[config.mk]
export PLATFORM = sky130hd
export DESIGN_NAME = modbus_tcp_request_parser_unit_flat
export DESIGN_NICKNAME = d
export VERILOG_FILES = /design/src/hw/rtl/mtrp_pkg.sv /design/src/hw/rtl/mtrp_ifs.sv /design/src/hw/rtl/mtrp_in_reg.sv /design/src/hw/rtl/mtrp_step.sv /design/src/hw/rtl/mtrp_res_fifo.sv /design/src/hw/rtl/modbus_tcp_request_parser_unit.sv /design/src/flat_wrapper.sv
export SDC_FILE = /design/constraint.sdc
export NUM_CORES = 1
export LEC_CHECK = 0
export BUFFER_PORTS_ARGS = -buffer_cell sky130_fd_sc_hd__buf_2
export CAP_MARGIN = 40
export CELL_PAD_IN_SITES_DETAIL_PLACEMENT = 0
export CELL_PAD_IN_SITES_GLOBAL_PLACEMENT = 1
export CORE_AREA = 2 2 173 260
export CTS_BUF_LIST = sky130_fd_sc_hd__clkbuf_4 sky130_fd_sc_hd__clkbuf_8
export DETAILED_ROUTE_END_ITERATION = 16
export DIE_AREA = 0 0 175 262
export GPL_TIMING_DRIVEN = 0
export PLACE_DENSITY = 0.95
export SYNTH_ARGS = -nofsm -noshare
export SYNTH_HDL_FRONTEND = slang
export SYNTH_SLANG_ARGS = --single-unit
[constraint.sdc]
create_clock -name i_clk -period 23.1 [get_ports i_clk]
set_clock_uncertainty 0.2 [all_clocks]
set_input_delay 3.465 -clock i_clk [delete_from_list [all_inputs] [get_ports i_clk]]
set_output_delay 3.465 -clock i_clk [all_outputs]
set_load 0.02 [all_outputs]
[src/hw/rtl/mtrp_pkg.sv]
// Shared types and constants of the Modbus TCP request parser.
`default_nettype none

package mtrp_pkg;

    // Largest register count a request may ask for.
    localparam int REG_CAPACITY = 128;
    localparam int WORDS_W      = 8;
    localparam int WORD_IDX_W   = 7;

    // Result buffer depth; the parser needs room for two results per byte.
    localparam int RES_DEPTH    = 4;
    localparam int RES_PTR_W    = 2;
    localparam int RES_CNT_W    = 3;

    localparam logic [15:0] MAX_START_RESET = 16'd1023;
    localparam logic [7:0]  FN_READ_MULTI   = 8'd3;
    localparam logic [7:0]  FN_WRITE_MULTI  = 8'd16;
    localparam logic [15:0] PROTOCOL_MODBUS = 16'd0;

    typedef enum logic [3:0] {
        POS_TRANS_HI = 4'd0,
        POS_TRANS_LO = 4'd1,
        POS_PROTO_HI = 4'd2,
        POS_PROTO_LO = 4'd3,
        POS_LEN_HI   = 4'd4,
        POS_LEN_LO   = 4'd5,
        POS_UNIT     = 4'd6,
        POS_FUNC     = 4'd7,
        POS_START_HI = 4'd8,
        POS_START_LO = 4'd9,
        POS_COUNT_HI = 4'd10,
        POS_COUNT_LO = 4'd11,
        POS_BYTE_CNT = 4'd12,
        POS_DATA     = 4'd13
    } t_pos;

    typedef enum logic [2:0] {
        ST_OK           = 3'd0,
        ST_BAD_PROTOCOL = 3'd1,
        ST_BAD_FUNCTION = 3'd2,
        ST_BAD_ADDRESS  = 3'd3,
        ST_INCOMPLETE   = 3'd4,
        ST_TOO_MANY     = 3'd5
    } t_status;

    typedef enum logic {
        KIND_WORD   = 1'b0,
        KIND_STATUS = 1'b1
    } t_kind;

    typedef struct packed {
        logic [7:0] data_byte;
        logic       start_of_frame;
        logic       end_of_burst;
    } t_in_item;

    typedef struct packed {
        t_kind                   result_kind;
        t_status                 status;
        logic [15:0]             transaction_id;
        logic [7:0]              unit_id;
        logic [7:0]              function_code;
        logic [15:0]             start_address;
        logic [15:0]             register_count;
        logic [15:0]             length_field;
        logic [WORD_IDX_W-1:0]   word_index;
        logic [15:0]             word_value;
        logic                    last;
    } t_result;

    // Results of one byte, handed from the parser to the result buffer.
    typedef struct packed {
        logic [1:0] num;
        t_result    res0;
        t_result    res1;
    } t_res_pair;

endpackage

`default_nettype wire

[src/hw/rtl/mtrp_ifs.sv]
// Valid/ready channel interfaces for request bytes and parser results.
`default_nettype none

interface mtrp_in_if;
    logic       valid;
    logic       ready;
    logic [7:0] data_byte;
    logic       start_of_frame;
    logic       end_of_burst;

    modport source (output valid, output data_byte, output start_of_frame,
                    output end_of_burst, input ready);
    modport sink   (input valid, input data_byte, input start_of_frame,
                    input end_of_burst, output ready);
endinterface

interface mtrp_out_if;
    logic        valid;
    logic        ready;
    logic        result_kind;
    logic [2:0]  status;
    logic [15:0] transaction_id;
    logic [7:0]  unit_id;
    logic [7:0]  function_code;
    logic [15:0] start_address;
    logic [15:0] register_count;
    logic [15:0] length_field;
    logic [6:0]  word_index;
    logic [15:0] word_value;
    logic        last;

    modport source (output valid, output result_kind, output status,
                    output transaction_id, output unit_id, output function_code,
                    output start_address, output register_count,
                    output length_field, output word_index, output word_value,
                    output last, input ready);
    modport sink   (input valid, input result_kind, input status,
                    input transaction_id, input unit_id, input function_code,
                    input start_address, input register_count,
                    input length_field, input word_index, input word_value,
                    input last, output ready);
endinterface

`default_nettype wire

[src/hw/rtl/mtrp_in_reg.sv]
// Input register: holds one accepted byte until the parser consumes it.
`default_nettype none

module mtrp_in_reg (
    input  wire               i_clk,
    input  wire               i_rst_n,
    mtrp_in_if.sink           i_in,
    input  wire               i_take,
    output logic              o_valid,
    output mtrp_pkg::t_in_item o_item
);

    logic               r_valid;
    mtrp_pkg::t_in_item r_item;
    logic               accept;

    assign i_in.ready = !r_valid || i_take;
    assign accept     = i_in.valid && i_in.ready;

    always_ff @(posedge i_clk) begin
        if (!i_rst_n) begin
            r_valid <= 1'b0;
        end else begin
            r_valid <= accept || (r_valid && !i_take);
        end
    end

    always_ff @(posedge i_clk) begin
        if (accept) begin
            r_item.data_byte      <= i_in.data_byte;
            r_item.start_of_frame <= i_in.start_of_frame;
            r_item.end_of_burst   <= i_in.end_of_burst;
        end
    end

    assign o_valid = r_valid;
    assign o_item  = r_item;

endmodule

`default_nettype wire

[src/hw/rtl/mtrp_step.sv]
// Frame parser: header/PDU state and the results caused by one byte.
`default_nettype none

module mtrp_step (
    input  wire                 i_clk,
    input  wire                 i_rst_n,
    input  wire                 i_take,
    input  mtrp_pkg::t_in_item  i_item,
    input  wire  [15:0]         i_max_start,
    output mtrp_pkg::t_res_pair o_pair
);

    mtrp_pkg::t_pos       r_pos, n_pos, pos;
    logic [15:0]          r_trans, n_trans;
    logic [15:0]          r_proto, n_proto;
    logic [15:0]          r_len, n_len;
    logic [7:0]           r_unit, n_unit;
    logic [7:0]           r_func, n_func;
    logic [15:0]          r_start, n_start;
    logic [15:0]          r_count, n_count;
    logic [8:0]           r_pend, n_pend;
    logic [mtrp_pkg::WORDS_W-1:0] r_words, n_words;

    logic                 done;
    mtrp_pkg::t_status    st;
    logic                 word_emit;
    logic [15:0]          word_val;
    logic [mtrp_pkg::WORD_IDX_W-1:0] word_idx;
    logic                 status_emit;
    mtrp_pkg::t_status    status_code;
    mtrp_pkg::t_result    word_res, stat_res;
    logic [7:0]           b;

    assign b = i_item.data_byte;

    always_comb begin
        pos = r_pos;
        if (i_item.start_of_frame || (r_pos > mtrp_pkg::POS_DATA)) begin
            pos = mtrp_pkg::POS_TRANS_HI;
        end
        n_pos = pos;
        // First header byte starts a fresh frame.
        if (pos == mtrp_pkg::POS_TRANS_HI) begin
            n_trans = '0; n_proto = '0; n_len = '0; n_unit = '0; n_func = '0;
            n_start = '0; n_count = '0; n_pend = '0; n_words = '0;
        end else begin
            n_trans = r_trans; n_proto = r_proto; n_len = r_len;
            n_unit = r_unit; n_func = r_func; n_start = r_start;
            n_count = r_count; n_pend = r_pend; n_words = r_words;
        end
        done      = 1'b0;
        st        = mtrp_pkg::ST_OK;
        word_emit = 1'b0;
        word_val  = {n_pend[7:0], b};
        word_idx  = n_words[mtrp_pkg::WORD_IDX_W-1:0];

        unique case (pos)
            mtrp_pkg::POS_TRANS_HI: begin
                n_trans = {b, 8'd0};
                n_pos   = mtrp_pkg::POS_TRANS_LO;
            end
            mtrp_pkg::POS_TRANS_LO: begin
                n_trans = {n_trans[15:8], b};
                n_pos   = mtrp_pkg::POS_PROTO_HI;
            end
            mtrp_pkg::POS_PROTO_HI: begin
                n_proto = {b, 8'd0};
                n_pos   = mtrp_pkg::POS_PROTO_LO;
            end
            mtrp_pkg::POS_PROTO_LO: begin
                n_proto = {n_proto[15:8], b};
                if (n_proto != mtrp_pkg::PROTOCOL_MODBUS) begin
                    done = 1'b1;
                    st   = mtrp_pkg::ST_BAD_PROTOCOL;
                end else begin
                    n_pos = mtrp_pkg::POS_LEN_HI;
                end
            end
            mtrp_pkg::POS_LEN_HI: begin
                n_len = {b, 8'd0};
                n_pos = mtrp_pkg::POS_LEN_LO;
            end
            mtrp_pkg::POS_LEN_LO: begin
                n_len = {n_len[15:8], b};
                n_pos = mtrp_pkg::POS_UNIT;
            end
            mtrp_pkg::POS_UNIT: begin
                n_unit = b;
                n_pos  = mtrp_pkg::POS_FUNC;
            end
            mtrp_pkg::POS_FUNC: begin
                n_func = b;
                if (b != mtrp_pkg::FN_READ_MULTI && b != mtrp_pkg::FN_WRITE_MULTI) begin
                    done = 1'b1;
                    st   = mtrp_pkg::ST_BAD_FUNCTION;
                end else begin
                    n_pos = mtrp_pkg::POS_START_HI;
                end
            end
            mtrp_pkg::POS_START_HI: begin
                n_start = {b, 8'd0};
                n_pos   = mtrp_pkg::POS_START_LO;
            end
            mtrp_pkg::POS_START_LO: begin
                n_start = {n_start[15:8], b};
                if (n_start > i_max_start) begin
                    done = 1'b1;
                    st   = mtrp_pkg::ST_BAD_ADDRESS;
                end else begin
                    n_pos = mtrp_pkg::POS_COUNT_HI;
                end
            end
            mtrp_pkg::POS_COUNT_HI: begin
                n_count = {b, 8'd0};
                n_pos   = mtrp_pkg::POS_COUNT_LO;
            end
            mtrp_pkg::POS_COUNT_LO: begin
                n_count = {n_count[15:8], b};
                if (n_count > 16'(mtrp_pkg::REG_CAPACITY)) begin
                    done = 1'b1;
                    st   = mtrp_pkg::ST_TOO_MANY;
                end else if (n_func == mtrp_pkg::FN_READ_MULTI) begin
                    done = 1'b1;
                end else begin
                    n_pos = mtrp_pkg::POS_BYTE_CNT;
                end
            end
            mtrp_pkg::POS_BYTE_CNT: begin
                // Byte count is skipped; a zero-register write ends here.
                if (n_count == 16'd0) begin
                    done = 1'b1;
                end else begin
                    n_pos = mtrp_pkg::POS_DATA;
                end
            end
            default: begin
                if (!n_pend[8]) begin
                    n_pend = {1'b1, b};
                end else begin
                    word_emit = 1'b1;
                    n_pend    = '0;
                    n_words   = n_words + 1'b1;
                    if (16'(n_words) >= n_count) begin
                        done = 1'b1;
                    end
                end
            end
        endcase

        status_emit = done || i_item.end_of_burst;
        status_code = done ? st : mtrp_pkg::ST_INCOMPLETE;

        word_res.result_kind    = mtrp_pkg::KIND_WORD;
        word_res.status         = mtrp_pkg::ST_OK;
        word_res.transaction_id = n_trans;
        word_res.unit_id        = n_unit;
        word_res.function_code  = n_func;
        word_res.start_address  = n_start;
        word_res.register_count = n_count;
        word_res.length_field   = n_len;
        word_res.word_index     = word_idx;
        word_res.word_value     = word_val;
        word_res.last           = !status_emit;

        stat_res                = word_res;
        stat_res.result_kind    = mtrp_pkg::KIND_STATUS;
        stat_res.status         = status_code;
        stat_res.word_index     = '0;
        stat_res.word_value     = '0;
        stat_res.last           = 1'b1;

        o_pair.num  = {1'b0, word_emit} + {1'b0, status_emit};
        o_pair.res0 = word_emit ? word_res : stat_res;
        o_pair.res1 = stat_res;

        // Finished or failed frame: restart the parser.
        if (done) begin
            n_pos = mtrp_pkg::POS_TRANS_HI;
            n_trans = '0; n_proto = '0; n_len = '0; n_unit = '0; n_func = '0;
            n_start = '0; n_count = '0; n_pend = '0; n_words = '0;
        end
    end

    always_ff @(posedge i_clk) begin
        if (!i_rst_n) begin
            r_pos   <= mtrp_pkg::POS_TRANS_HI;
            r_trans <= '0;
            r_proto <= '0;
            r_len   <= '0;
            r_unit  <= '0;
            r_func  <= '0;
            r_start <= '0;
            r_count <= '0;
            r_pend  <= '0;
            r_words <= '0;
        end else if (i_take) begin
            r_pos   <= n_pos;
            r_trans <= n_trans;
            r_proto <= n_proto;
            r_len   <= n_len;
            r_unit  <= n_unit;
            r_func  <= n_func;
            r_start <= n_start;
            r_count <= n_count;
            r_pend  <= n_pend;
            r_words <= n_words;
        end
    end

    a_done_restarts: assert property (@(posedge i_clk) disable iff (!i_rst_n)
        (i_take && done) |=> (r_pos == mtrp_pkg::POS_TRANS_HI && r_pend == 9'd0))
        else $error("parser did not restart after a finished frame");

    a_word_in_data: assert property (@(posedge i_clk) disable iff (!i_rst_n)
        (i_take && word_emit) |-> (r_pos == mtrp_pkg::POS_DATA && r_pend[8]))
        else $error("register word emitted outside the write payload");

endmodule

`default_nettype wire

[src/hw/rtl/mtrp_res_fifo.sv]
// Result buffer: takes up to two results per byte, drains one per cycle while the output is ready.
`default_nettype none

module mtrp_res_fifo (
    input  wire                 i_clk,
    input  wire                 i_rst_n,
    input  wire                 i_push,
    input  mtrp_pkg::t_res_pair i_pair,
    output logic                o_room,
    mtrp_out_if.source          o_out
);

    mtrp_pkg::t_result                r_mem [mtrp_pkg::RES_DEPTH];
    logic [mtrp_pkg::RES_PTR_W-1:0]   r_wr_ptr, n_wr_ptr;
    logic [mtrp_pkg::RES_PTR_W-1:0]   r_rd_ptr;
    logic [mtrp_pkg::RES_CNT_W-1:0]   r_cnt, n_cnt;
    logic [mtrp_pkg::RES_PTR_W-1:0]   wr_ptr1;
    logic [1:0]                       push_num;
    logic                             pop;
    mtrp_pkg::t_result                head;

    // Room for two results regardless of this cycle's pop.
    assign o_room   = (r_cnt <= mtrp_pkg::RES_CNT_W'(mtrp_pkg::RES_DEPTH - 2));
    assign push_num = i_push ? i_pair.num : 2'd0;
    assign pop      = o_out.valid && o_out.ready;
    assign wr_ptr1  = r_wr_ptr + 1'b1;

    always_comb begin
        n_wr_ptr = r_wr_ptr + mtrp_pkg::RES_PTR_W'(push_num);
        n_cnt    = r_cnt + mtrp_pkg::RES_CNT_W'(push_num)
                   - mtrp_pkg::RES_CNT_W'(pop);
    end

    always_ff @(posedge i_clk) begin
        if (!i_rst_n) begin
            r_wr_ptr <= '0;
            r_rd_ptr <= '0;
            r_cnt    <= '0;
        end else begin
            r_wr_ptr <= n_wr_ptr;
            r_cnt    <= n_cnt;
            if (pop) begin
                r_rd_ptr <= r_rd_ptr + 1'b1;
            end
        end
    end

    always_ff @(posedge i_clk) begin
        if (push_num != 2'd0) begin
            r_mem[r_wr_ptr] <= i_pair.res0;
        end
        if (push_num == 2'd2) begin
            r_mem[wr_ptr1] <= i_pair.res1;
        end
    end

    assign head                 = r_mem[r_rd_ptr];
    assign o_out.valid          = (r_cnt != '0);
    assign o_out.result_kind    = head.result_kind;
    assign o_out.status         = head.status;
    assign o_out.transaction_id = head.transaction_id;
    assign o_out.unit_id        = head.unit_id;
    assign o_out.function_code  = head.function_code;
    assign o_out.start_address  = head.start_address;
    assign o_out.register_count = head.register_count;
    assign o_out.length_field   = head.length_field;
    assign o_out.word_index     = head.word_index;
    assign o_out.word_value     = head.word_value;
    assign o_out.last           = head.last;

    a_no_overflow: assert property (@(posedge i_clk) disable iff (!i_rst_n)
        i_push |-> (r_cnt + mtrp_pkg::RES_CNT_W'(i_pair.num)
                    <= mtrp_pkg::RES_CNT_W'(mtrp_pkg::RES_DEPTH)))
        else $error("result buffer overflow");

    a_pair_ends_last: assert property (@(posedge i_clk) disable iff (!i_rst_n)
        (i_push && i_pair.num == 2'd2) |-> (i_pair.res1.last && !i_pair.res0.last))
        else $error("two results of one byte not ended by last");

endmodule

`default_nettype wire

[src/hw/rtl/modbus_tcp_request_parser_unit.sv]
// Top level of the Modbus TCP request parser.
//
//  Channel   Dir  Payload                                  Handshake
//  i_in      in   data_byte, start_of_frame, end_of_burst  valid/ready
//  o_out     out  one word or frame status result          valid/ready
//  i_cfg_*   in   max_start_address (16 bits)              write enable
//
// An accepted byte is held in the input register and parsed when it is taken;
// its results enter the result buffer and leave it one per cycle while o_out.ready is high.
// One byte is taken per cycle while the four-entry result buffer has room
// for two results; a byte that yields two results needs two output transfers.
// Synchronous active-low reset clears the parser to the first header byte
// and sets the address limit to 1023.
// A stalled output fills the buffer and then holds i_in.ready low.
`default_nettype none

module modbus_tcp_request_parser_unit (
    input  wire        i_clk,
    input  wire        i_rst_n,
    mtrp_in_if.sink    i_in,
    mtrp_out_if.source o_out,
    input  wire        i_cfg_wr_en,
    input  wire [15:0] i_cfg_wr_data
);

    logic                r_max_start;
    logic [15:0]         r_max_start_addr;
    logic                item_valid;
    mtrp_pkg::t_in_item  item;
    logic                room;
    logic                take;
    mtrp_pkg::t_res_pair pair;

    always_ff @(posedge i_clk) begin
        if (!i_rst_n) begin
            r_max_start_addr <= mtrp_pkg::MAX_START_RESET;
        end else if (i_cfg_wr_en) begin
            r_max_start_addr <= i_cfg_wr_data;
        end
    end

    // Track whether the limit was ever written since reset.
    always_ff @(posedge i_clk) begin
        if (!i_rst_n) begin
            r_max_start <= 1'b0;
        end else if (i_cfg_wr_en) begin
            r_max_start <= 1'b1;
        end
    end

    assign take = item_valid && room;

    mtrp_in_reg u_in_reg (
        .i_clk   (i_clk),
        .i_rst_n (i_rst_n),
        .i_in    (i_in),
        .i_take  (take),
        .o_valid (item_valid),
        .o_item  (item)
    );

    mtrp_step u_step (
        .i_clk       (i_clk),
        .i_rst_n     (i_rst_n),
        .i_take      (take),
        .i_item      (item),
        .i_max_start (r_max_start_addr),
        .o_pair      (pair)
    );

    mtrp_res_fifo u_res_fifo (
        .i_clk   (i_clk),
        .i_rst_n (i_rst_n),
        .i_push  (take),
        .i_pair  (pair),
        .o_room  (room),
        .o_out   (o_out)
    );

    a_limit_reset: assert property (@(posedge i_clk) disable iff (!i_rst_n)
        !r_max_start |-> (r_max_start_addr == mtrp_pkg::MAX_START_RESET))
        else $error("address limit changed without a write");

endmodule

`default_nettype wire
[src/flat_wrapper.sv]
// flat-port wrapper written by rule: the top's interface ports become plain ports
module modbus_tcp_request_parser_unit_flat 
  (i_clk, i_rst_n, i_cfg_wr_en, i_cfg_wr_data, i_in_valid, i_in_data_byte, i_in_start_of_frame, i_in_end_of_burst, i_in_ready, o_out_valid, o_out_result_kind, o_out_status, o_out_transaction_id, o_out_unit_id, o_out_function_code, o_out_start_address, o_out_register_count, o_out_length_field, o_out_word_index, o_out_word_value, o_out_last, o_out_ready);
  mtrp_in_if i_in_i ();
  mtrp_out_if o_out_i ();
  input  wire i_clk;
  input  wire i_rst_n;
  input  wire i_cfg_wr_en;
  input  wire [15:0] i_cfg_wr_data;
  input wire logic [$bits(i_in_i.valid)-1:0] i_in_valid;
  input wire logic [$bits(i_in_i.data_byte)-1:0] i_in_data_byte;
  input wire logic [$bits(i_in_i.start_of_frame)-1:0] i_in_start_of_frame;
  input wire logic [$bits(i_in_i.end_of_burst)-1:0] i_in_end_of_burst;
  output wire logic [$bits(i_in_i.ready)-1:0] i_in_ready;
  output wire logic [$bits(o_out_i.valid)-1:0] o_out_valid;
  output wire logic [$bits(o_out_i.result_kind)-1:0] o_out_result_kind;
  output wire logic [$bits(o_out_i.status)-1:0] o_out_status;
  output wire logic [$bits(o_out_i.transaction_id)-1:0] o_out_transaction_id;
  output wire logic [$bits(o_out_i.unit_id)-1:0] o_out_unit_id;
  output wire logic [$bits(o_out_i.function_code)-1:0] o_out_function_code;
  output wire logic [$bits(o_out_i.start_address)-1:0] o_out_start_address;
  output wire logic [$bits(o_out_i.register_count)-1:0] o_out_register_count;
  output wire logic [$bits(o_out_i.length_field)-1:0] o_out_length_field;
  output wire logic [$bits(o_out_i.word_index)-1:0] o_out_word_index;
  output wire logic [$bits(o_out_i.word_value)-1:0] o_out_word_value;
  output wire logic [$bits(o_out_i.last)-1:0] o_out_last;
  input wire logic [$bits(o_out_i.ready)-1:0] o_out_ready;
  assign i_in_i.valid = i_in_valid;
  assign i_in_i.data_byte = i_in_data_byte;
  assign i_in_i.start_of_frame = i_in_start_of_frame;
  assign i_in_i.end_of_burst = i_in_end_of_burst;
  assign i_in_ready = i_in_i.ready;
  assign o_out_valid = o_out_i.valid;
  assign o_out_result_kind = o_out_i.result_kind;
  assign o_out_status = o_out_i.status;
  assign o_out_transaction_id = o_out_i.transaction_id;
  assign o_out_unit_id = o_out_i.unit_id;
  assign o_out_function_code = o_out_i.function_code;
  assign o_out_start_address = o_out_i.start_address;
  assign o_out_register_count = o_out_i.register_count;
  assign o_out_length_field = o_out_i.length_field;
  assign o_out_word_index = o_out_i.word_index;
  assign o_out_word_value = o_out_i.word_value;
  assign o_out_last = o_out_i.last;
  assign o_out_i.ready = o_out_ready;
  modbus_tcp_request_parser_unit u_core (.i_clk(i_clk), .i_rst_n(i_rst_n), .i_in(i_in_i), .o_out(o_out_i), .i_cfg_wr_en(i_cfg_wr_en), .i_cfg_wr_data(i_cfg_wr_data));
endmodule
==> flow_summary.toml <==
[finish]
drive_gt1_share_pct = 20.3
fin_nets = 2296
final_cell_mix = "nor2_1, edfxtp_1, dfxtp_1, nand2_1, buf_2"
synthToLayoutAreaGrowth_pct = 14.7
final_common_cell = "nor2_1"
final_util_pct = 63.6

[clock_network]
post_cts.repair.setup_buffers = 0
numCtsBuffers = 84
h-tree-depth = 3
cts_tree = "built"
clockRootBuffer = "clkbuf_8"
cts-resized-gates = 0
insertion_delay_ns = 0.68
clock-sinks = 577
hold_buffers = 0
clk_pin_slew_ns = 0.07
cts_buffer_depth = 3

[die]
dieArea_mm2 = 0.0459
initial_core_util_pct = 55.4
die_x_um = 175
core_mm2 = 0.0436
ioPinCount = 141
die_h_um = 262
placementRows = 94

[outcome]
status = "finished, final reports clean"

[logic_synthesis]
synthesis.instances = 1980
syn_area_mm2 = 0.0242
yosysWarnings = 0
yosysSeqAreaShare_pct = 61.9
synth_seq_cells = 577
async_reset_ff_share_pct = 0
syn_avg_cell_area_um2 = 12.2
synth_ff_type = "edfxtp_1"
synth_top_cell_area_share_pct = 42.5
synth.area.top_cells = "edfxtp_1, dfxtp_1, mux4_2, nor2_1, nand2_1"
yosys.cell_types.count = 76
syn-num-nets = 2043
synth-edff-count = 342
synth_largest_area_cell = "edfxtp_1"

[route]
routedWlPerCell_um = 23.1
drc = 0
first_pass_iters = 6
drt_iter0_markers = 1793
final_antenna_net_count = 0
wl_um = 66400
viasPerCell = 6.01
num_vias = 17300

[sta]
tightest_slew_ns = 0.866
slew_violations = 0
slew_headroom_pct = 42.3
max_freq_mhz = 120
fin_crit_ns = 8.36
tns_ns = 0
setup_violations = 0
final.period_utilization_pct = 36.2
grt_setup_unrepaired = "no"
hold_violations = 0

[setup_path]
path_max_fanout = 54
critPathSlowestCell = "edfxtp_1"
path_class = "flip-flop to flip-flop"
r2r_cells = 28
cpMostUsedCell = "clkbuf_1"
worstSetupEndpointType = "flip-flop"
slowest_delay_ns = 0.51
crit_required_ns = 23.22
arrival_ns = 8.48
rr_endpoint = "u_core.u_res_fifo.r_mem[2][69]$_DFFE_PP_"
cp-startpoint = "u_core.u_in_reg.o_item[1]$_DFFE_PP_"
startpoint_type = "flip-flop"
rrSetupSlack_ns = 14.74
r2r_start = "u_core.u_in_reg.o_item[1]$_DFFE_PP_"

[hold_path]
hold_path_class = "flip-flop to flip-flop"
min_from = "u_core.u_step.r_start[13]$_SDFFE_PN0P_"
worstHoldPathCells = 2
holdPathEnd = "u_core.u_step.r_start[13]$_SDFFE_PN0P_"

[grt]
grt_pass1_vias = 17700
track_usage_pct = 29.2
antenna_found_initial = 1
grt_pass1_wl_um = 101000
grt_max_degree = 55
overflow = 0

[power]
ir_drop_v = 0.0000603
power.density_mw_per_mm2 = 88.4
leakage_uw = 0.00954

[place]
place.gp.congestion = 0.923
port_buffers = 138
hpwl_um = 47100

[flow_run]
drv_cap = 0
worst max-delay path, delay by kind of cell, from the launching register on:
family	cells	cell delay, ns
flops	1	0.51
compound gates	6	1.56
simple gates	9	1.84
xor+xnor	1	0.16
fa+ha+maj	3	0.80
buf+inv	9	2.80
flip-flops by register name (all words and copies together) (netlist names), named ones only:
| signal | cells |
|---|---|
| u_core.u_step.r_len | 16 |
| u_core.r_max_start_addr | 16 |
| u_core.u_in_reg.o_valid | 1 |
| u_core.u_res_fifo.r_mem | 432 |
| u_core.u_step.r_start | 16 |
| u_core.u_step.r_proto | 8 |
| u_core.u_res_fifo.r_cnt | 3 |
| u_core.u_step.r_func | 8 |
| u_core.u_res_fifo.r_wr_ptr | 2 |
| u_core.u_step.r_count | 16 |
| u_core.u_in_reg.o_item | 10 |
| u_core.u_step.r_words | 8 |
| u_core.u_step.r_trans | 16 |
| u_core.u_step.r_pos | 4 |
| u_core.u_step.r_pend | 9 |
| u_core.u_res_fifo.r_rd_ptr | 2 |
| u_core.u_step.r_unit | 8 |
stage by stage:
| stage | cell area, um2 | setup WS, ns | total power [uW] | hold WS, ns | cells |
|---|---|---|---|---|---|
| 2_1_floorplan | 24200 | 15.79 | 1460 | 0.217 | 1980 |
| 3_3_place_gp | 25600 | 12.59 | 1610 | 0.226 | 2694 |
| 3_5_place_dp | 26000 | 14.85 | 1640 | 0.234 | 2723 |
| 4_1_cts | 27800 | 14.79 | 2460 | 0.249 | 2878 |
| 5_1_grt | 27800 | 14.30 | 2530 | 0.273 | 2879 |
| 6_report | 27800 | 14.74 | 2450 | 0.247 | 2879 |
worst max-delay path by stage:
stage / end / slack, ns / depth (start not counted)
floorplan: u_core.u_res_fifo.r_mem[2][100]$_DFFE_PP_ / 15.79 / 27
detailed placement: u_core.u_res_fifo.r_mem[2][70]$_DFFE_PP_ / 14.85 / 28
global placement: u_core.u_res_fifo.r_mem[2][69]$_DFFE_PP_ / 12.59 / 26
global route: u_core.u_res_fifo.r_mem[2][71]$_DFFE_PP_ / 14.30 / 29
finish: u_core.u_res_fifo.r_mem[2][69]$_DFFE_PP_ / 14.74 / 28
CTS: u_core.u_res_fifo.r_mem[2][71]$_DFFE_PP_ / 14.79 / 28
logic make-up after synthesis:
kind of cell,after synthesis,share of synthesized area (%)
and+or+nand+nor,713,12.6
adders and majority gates,33,1.73
AOI/OAI and AO/OA,337,9.09
xor gates and xnor gates,12,0.434
buffers and inverters,175,3.11
DFF,577,61.9
muxes,133,11.1
power breakdown:
group / switching, uW / leakage, uW / internal, uW / total (uW)
Clock: 391 / 0.000917 / 441 / 832
Sequential: 14.3 / 0.00489 / 1110 / 1120
Combinational: 301 / 0.00373 / 198 / 498
layer usage:
metal / global-route usage [%] / wire (um) / vias to the layer above
met1: 33.1 / 23300 / 8596
met2: 52.4 / 35100 / 795
li1: - / - / 7723
met3: 3.94 / 4020 / 203
met5: 0 / 0 / -
met4: 18.2 / 3930 / 0
Yosys cell counts (all sizes together), types with 3 or more instances:
cell	instances
a31oi	4
nor2b	7
nand2	186
a22o	66
nor3b	3
nand4	4
and2	22
xnor2	7
inv	33
a22oi	26
or2	3
o21a	7
edfxtp	342
nand2b	5
mux4	108
mux2i	24
nor3	9
a32o	5
o21ai	137
and3	38
buf	35
or4	6
a21oi	56
xor2	5
nor2	382
ha	31
dfxtp	235
nor4	8
nand3	32
o211ai	11
or3	4
clkbuf	106
final cells by class:
class	count	area, um2
fill	3290	15900
sequential	577	15000
multi-input combinational	1228	8470
clock buffer	131	1550
timing repair buffer	167	1110
tap	576	721
buffer	141	624
clock inverter	24	166
inverter	34	138
antenna	1	2.50
Note: power is estimated with default switching activity, not from simulation.
